$ cat config.mk
export PLATFORM = sky130hd
export DESIGN_NAME = hsv_to_rgb_converter
export DESIGN_NICKNAME = d
export VERILOG_FILES = /design/src/hdl/hsv2rgb_pkg.sv /design/src/hdl/hsv_to_rgb_converter.sv
export SDC_FILE = /design/constraint.sdc
export NUM_CORES = 2
export LEC_CHECK = 0
export BUFFER_PORTS_ARGS = -buffer_cell sky130_fd_sc_hd__buf_2
export CORE_UTILIZATION = 40
export DETAILED_ROUTE_END_ITERATION = 7
export PLACE_DENSITY = 0.55
export SETUP_SLACK_MARGIN = 0.05
export SKIP_CTS_REPAIR_TIMING = 1
export SLEW_MARGIN = 20
export SYNTH_ARGS = -nofsm -noshare
export SYNTH_HDL_FRONTEND = slang
export SYNTH_SLANG_ARGS = --single-unit
$ cat constraint.sdc
create_clock -name clk -period 9.55 [get_ports clk]
set_input_delay 1.4325 -clock clk [delete_from_list [all_inputs] [get_ports clk]]
set_output_delay 1.4325 -clock clk [all_outputs]
set_load 0.005 [all_outputs]
$ cat src/hdl/hsv2rgb_pkg.sv
// Constants, types and helper functions for the HSV to RGB converter.
// Used by hsv_to_rgb_converter; depends on nothing else.
package hsv2rgb_pkg;

  localparam int unsigned OneQ12    = 4096;
  localparam int unsigned SectorDeg = 60;
  localparam int unsigned OneX60    = OneQ12 * SectorDeg;

  localparam int unsigned HueW   = 9;
  localparam int unsigned LevelW = 13;
  localparam int unsigned SecW   = 4;
  localparam int unsigned FracW  = 6;
  localparam int unsigned ProdW  = 18;
  localparam int unsigned OutW   = 8;

  // Reciprocal of 15 for dividends below 2**16: floor(n * RecipM15 / 2**RecipK15).
  localparam int unsigned RecipK15 = 20;
  localparam logic [16:0] RecipM15 = 17'(((1 << RecipK15) + 14) / 15);

  localparam logic [LevelW-1:0] LevelOne   = LevelW'(OneQ12);
  localparam logic [ProdW-1:0]  ProdOne    = ProdW'(OneX60);
  localparam logic [OutW-1:0]   MaxLevelRst = OutW'(255);

  typedef logic [SecW-1:0]   sector_t;
  typedef logic [FracW-1:0]  frac_t;
  typedef logic [LevelW-1:0] level_t;

  // Sector index of a hue: number of 60 degree marks at or below it.
  function automatic sector_t hue_sector(input logic [HueW-1:0] hue);
    sector_t sec;
    sec = '0;
    for (int i = 1; i <= 8; i++) begin
      if (hue >= HueW'(i * SectorDeg)) begin
        sec = SecW'(i);
      end
    end
    return sec;
  endfunction

  // First hue of a sector.
  function automatic logic [HueW-1:0] sector_base(input sector_t sec);
    logic [HueW-1:0] base;
    unique case (sec)
      4'd0:    base = HueW'(0);
      4'd1:    base = HueW'(60);
      4'd2:    base = HueW'(120);
      4'd3:    base = HueW'(180);
      4'd4:    base = HueW'(240);
      4'd5:    base = HueW'(300);
      4'd6:    base = HueW'(360);
      4'd7:    base = HueW'(420);
      4'd8:    base = HueW'(480);
      default: base = HueW'(0);
    endcase
    return base;
  endfunction

  function automatic level_t sat_level(input level_t x);
    return (x > LevelOne) ? LevelOne : x;
  endfunction

endpackage

$ cat src/hdl/hsv_to_rgb_converter.sv
// HSV to RGB converter: four-stage pipeline from hue/value/saturation to scaled RGB.
// Depends on hsv2rgb_pkg.
//
//   channel  signals                                           direction
//   input    in_valid, in_stall, hue_degrees, value_level,
//            saturation_level                                  in (in_stall out)
//   output   out_valid, out_stall, red_level, green_level,
//            blue_level                                        out (out_stall in)
//   config   cfg_we, cfg_data (max_level)                      in
//
// One item per clock while out_stall does not hold the output; four register stages
// (sector and helper products, value products, divide by 60, output scaling).
// Reset clears the stage valid bits and sets max_level to 255.
// A stalled item at the output holds every stage; in_stall follows it.
module hsv_to_rgb_converter
  import hsv2rgb_pkg::*;
(
  input  logic             clk,
  input  logic             rst,
  input  logic             in_valid,
  output logic             in_stall,
  input  logic [HueW-1:0]  hue_degrees,
  input  logic [LevelW-1:0] value_level,
  input  logic [LevelW-1:0] saturation_level,
  output logic             out_valid,
  input  logic             out_stall,
  output logic [OutW-1:0]  red_level,
  output logic [OutW-1:0]  green_level,
  output logic [OutW-1:0]  blue_level,
  input  logic             cfg_we,
  input  logic [OutW-1:0]  cfg_data
);

  logic [OutW-1:0] max_level;
  logic            advance;

  logic            valid1, valid2, valid3;
  sector_t         sector1, sector2, sector3;
  level_t          v1, v2, v3;
  level_t          s1;
  logic [ProdW-1:0] sf1, sg1;
  logic [25:0]     pp2;
  logic [30:0]     pq2, pt2;
  level_t          p3, q3, t3;

  sector_t         sector_in;
  frac_t           frac_in;
  level_t          v_in, s_in;
  logic [HueW-1:0] frac_wide;
  logic [15:0]     q_quarter, t_quarter;
  logic [32:0]     q_recip, t_recip;
  level_t          r_sel, g_sel, b_sel;
  logic [20:0]     r_scaled, g_scaled, b_scaled;

  assign advance  = !(out_valid && out_stall);
  assign in_stall = !advance;

  always_ff @(posedge clk) begin
    if (rst) begin
      max_level <= MaxLevelRst;
    end else if (cfg_we) begin
      max_level <= cfg_data;
    end
  end

  // Stage 1: sector, fraction, saturated inputs, saturation times fraction and times 60 minus fraction.
  always_comb begin
    sector_in = hue_sector(hue_degrees);
    frac_wide = hue_degrees - sector_base(sector_in);
    frac_in   = frac_wide[FracW-1:0];
    v_in      = sat_level(value_level);
    s_in      = sat_level(saturation_level);
  end

  always_ff @(posedge clk) begin
    if (rst) begin
      valid1 <= 1'b0;
    end else if (advance) begin
      valid1 <= in_valid;
    end
  end

  always_ff @(posedge clk) begin
    if (advance) begin
      sector1 <= sector_in;
      v1      <= v_in;
      s1      <= s_in;
      sf1     <= ProdW'(s_in * frac_in);
      sg1     <= ProdW'(s_in * (FracW'(SectorDeg) - frac_in));
    end
  end

  // Stage 2: value products.
  always_ff @(posedge clk) begin
    if (rst) begin
      valid2 <= 1'b0;
    end else if (advance) begin
      valid2 <= valid1;
    end
  end

  always_ff @(posedge clk) begin
    if (advance) begin
      sector2 <= sector1;
      v2      <= v1;
      pp2     <= 26'(v1 * (LevelOne - s1));
      pq2     <= 31'(v1 * (ProdOne - sf1));
      pt2     <= 31'(v1 * (ProdOne - sg1));
    end
  end

  // Stage 3: divide by 4096 and by 60 (shift by 14, then reciprocal of 15).
  always_comb begin
    q_quarter = pq2[29:14];
    t_quarter = pt2[29:14];
    q_recip   = 33'(q_quarter * RecipM15);
    t_recip   = 33'(t_quarter * RecipM15);
  end

  always_ff @(posedge clk) begin
    if (rst) begin
      valid3 <= 1'b0;
    end else if (advance) begin
      valid3 <= valid2;
    end
  end

  always_ff @(posedge clk) begin
    if (advance) begin
      sector3 <= sector2;
      v3      <= v2;
      p3      <= pp2[24:12];
      q3      <= q_recip[32:20];
      t3      <= t_recip[32:20];
    end
  end

  // Stage 4: sector assignment and output scaling.
  always_comb begin
    unique case (sector3)
      4'd1: begin
        r_sel = q3; g_sel = v3; b_sel = p3;
      end
      4'd2: begin
        r_sel = p3; g_sel = v3; b_sel = t3;
      end
      4'd3: begin
        r_sel = p3; g_sel = q3; b_sel = v3;
      end
      4'd4: begin
        r_sel = t3; g_sel = p3; b_sel = v3;
      end
      4'd5: begin
        r_sel = v3; g_sel = p3; b_sel = q3;
      end
      default: begin
        r_sel = v3; g_sel = t3; b_sel = p3;
      end
    endcase
    r_scaled = 21'(r_sel * max_level);
    g_scaled = 21'(g_sel * max_level);
    b_scaled = 21'(b_sel * max_level);
  end

  always_ff @(posedge clk) begin
    if (rst) begin
      out_valid <= 1'b0;
    end else if (advance) begin
      out_valid <= valid3;
    end
  end

  always_ff @(posedge clk) begin
    if (advance) begin
      red_level   <= r_scaled[19:12];
      green_level <= g_scaled[19:12];
      blue_level  <= b_scaled[19:12];
    end
  end

  a_empty_no_stall: assert property (@(posedge clk) disable iff (rst)
    !out_valid |-> !in_stall)
    else $error("input stalled with empty output stage");

  a_last_to_out: assert property (@(posedge clk) disable iff (rst)
    valid3 && !in_stall |=> out_valid)
    else $error("item lost between stage 3 and output");

  a_in_to_s1: assert property (@(posedge clk) disable iff (rst)
    in_valid && !in_stall |=> valid1)
    else $error("accepted item missing in stage 1");

  a_sat_bound: assert property (@(posedge clk) disable iff (rst)
    valid1 |-> (v1 <= LevelOne) && (s1 <= LevelOne))
    else $error("saturated level above one");

endmodule
==> results.md <==
* Via-to-Cell Ratio at 4.95
* Largest net degree at the start of global routing at 81
* Min cycle time layout at 7.96 ns
* Latest clock arrival within the worst-skew pair at 0.62 ns
* Rows at 127
* Critical Path Fanout Max at 19
* Number of synthesized flops with an enable pin at 207
* Top_reg_cell synth: edfxtp_1
* Hold WS at 0.399 ns
* Ports at 74
* WP buf/inv at 5
* Sequential element share of the synthesized area at 0.133
* RR Startpoint: sf1[0]
* CP peak stage delay at 0.76 ns
* Post-synthesis cell area at 0.0484 sq mm
* Post-synthesis cell type count at 95
* Final count of negative-setup-slack endpoints at 0
* Worst reg-to-reg path cell count at 26
* Layout cells sized above 1 at 0.0553
* GRT overflow at 0
* GRT Total Usage at 0.198
* Die width at 350 um
* Crit path kind: reg -> reg
* Fin. Hold Viols at 0
* Critical path launch point: sf1[0]
* DIE HEIGHT at 350 um
* Synth Warn # at 0
* Worst-Margin Slew at 1.05 ns
* Slowest stage cell on the critical path: edfxtp_1
* PortBufs at 73
* Synthesis-to-finish area growth at 7.11%
* Synth Instances at 4995
* Most frequent cells in the layout: inv_1, fa_1, nand2_1
* CTS tree: yes
* Final Max Slew Viols at 0
* Initial Util at 0.403
* Clk sinks at 219
* Clock-pin slew on the worst setup and hold paths at 0.06 ns
* RePlAce Congestion at 0.848
* Worst setup SP type: register
* Final ANT Viol Nets at 0
* TritonCTS buffer count at 29
* Clk root buf: clkbuf_16
* Final period util at 0.833
* WP data required at 9.88 ns
* Most common cell after layout, fill and taps aside: inv_1
* Nets at 6533
* DR DRC count at 0
* Final wirelength at 116000 um
* FF-to-FF setup slack at 1.59 ns
* Most used cell, CP: fa_1
* Drt first pass iters at 6
* Wirelength per Cell at 17.5 um
* Hold crit path type: reg -> reg
* WP data arrival at 8.29 ns
* Final setup TNS at 0 ns
* # H-tree levels at 1
* Hold path depth at 0
* Critical path depth in cells at 26
* Clock tree buffer depth at 3
* Outcome: finished clean
* Number of global-route vias before repair at 35.3k
* Syn avg cell area at 9.68 sq um
* CP Capture Point: pt2[29]
* Synthesized net count at 6540
* Initial antenna violation count at 4
* Worst Skew at 0.0262 ns
* HPWL Detailed at 94100 um
* First-pass GRT wire length at 191000 um
* Vias at 32.8k
* #FFs+latches synth at 219
* Unrepaired setup endpoints after global routing: false
* Drt first-iter violations at 1553
* Ys async rst share at 0
* Max Freq at 126 MHz
* CP Capture Type: register
* Reg2reg end: pt2[29]
* CP delay by family, top: adder cells
* Rel. slew slack at 0.300
* Max-cap violations at 0
* Full die area at 0.122 sq mm
* Core Box Area at 0.120 sq mm
worst min-delay path by stage:
stage	from	endpoint
2_1_floorplan	pp2[12]	p3[0]
3_3_place_gp	pp2[13]	p3[1]
3_5_place_dp	pp2[14]	p3[2]
4_1_cts	pp2[12]	p3[0]
5_1_grt	pp2[12]	p3[0]
6_report	pp2[12]	p3[0]
registers in the layout, summed over array words and instances, names as in the netlist, 4 cells and up:
name         count
max_level        8
s1              13
sg1             17
v1              13
sf1             18
sector2          4
p3              13
sector3          4
sector1          4
red_level        8
pq2             16
pt2             16
blue_level       8
v3              13
v2              13
t3              13
green_level      8
pp2             13
q3              13
metal layers:
metal | part of all wire | up-vias | track usage
li1 | - | 15400 | -
met3 | 0.030 | 129 | 0.0148
met1 | 0.45 | 16700 | 0.264
met2 | 0.49 | 546 | 0.346
met5 | 0 | - | 0
met4 | 0.029 | 0 | 0.0498
layout make-up:
class	instances	area (sq um)
inverters	1025	3850
diodes	2	5.00
multi-input cells	3554	37400
flip-flops and latches	219	6460
well taps	1612	2020
repair buffers	159	1050
clock buffers	31	733
fillers	11700	68200
clock inverters	22	335
cells in the mapped netlist, drive strengths merged (14+ instances only):
cell type / count / share of area
nor2b: 42 / 0.0054
a21oi: 80 / 0.0086
o21bai: 14 / 0.0023
a31oi: 16 / 0.0024
a22o: 22 / 0.0040
edfxtp: 207 / 0.13
ha: 604 / 0.16
a221o: 26 / 0.0054
o21a: 24 / 0.0037
o21ai: 43 / 0.0046
or2: 17 / 0.0022
nand4: 15 / 0.0019
nand2: 669 / 0.052
nor3: 41 / 0.0043
a21o: 33 / 0.0051
and3: 22 / 0.0028
nand2b: 33 / 0.0043
xor2: 51 / 0.0092
nor2: 141 / 0.011
and2: 443 / 0.057
clkbuf: 186 / 0.014
inv: 1016 / 0.079
fa: 893 / 0.37
xnor2: 158 / 0.029
nand3: 29 / 0.0032
cell families (layout without fill, tap and decap cells):
group / count (synthesis) / in the layout / share of synthesized area
XOR/XNOR: 209 / 209 / 0.0384
buffers and inverters: 1222 / 1237 / 0.0952
AND/OR/NAND/NOR: 1500 / 1500 / 0.152
multiplexers: 1 / 1 / 0.000207
other: 0 / 2 / 0
flip-flops: 219 / 219 / 0.133
adder cells (fa/ha/maj): 1499 / 1499 / 0.526
AO/OA/AOI/OAI: 345 / 345 / 0.0540
metrics by stage:
step	utilization	area (sq um)	std cells	setup WS [ns]
after floorplan	-	48400	4995	1.59
after global placement	0.423	50700	6569	1.15
after detailed placement	0.423	50700	6569	1.02
after CTS	0.432	51800	6622	1.55
after global routing	0.432	51800	6622	1.09
final	0.432	51800	6624	1.59
Power is not shown: default switching activity piles up to over one toggle a cycle in this logic, so the estimate is an artifact.
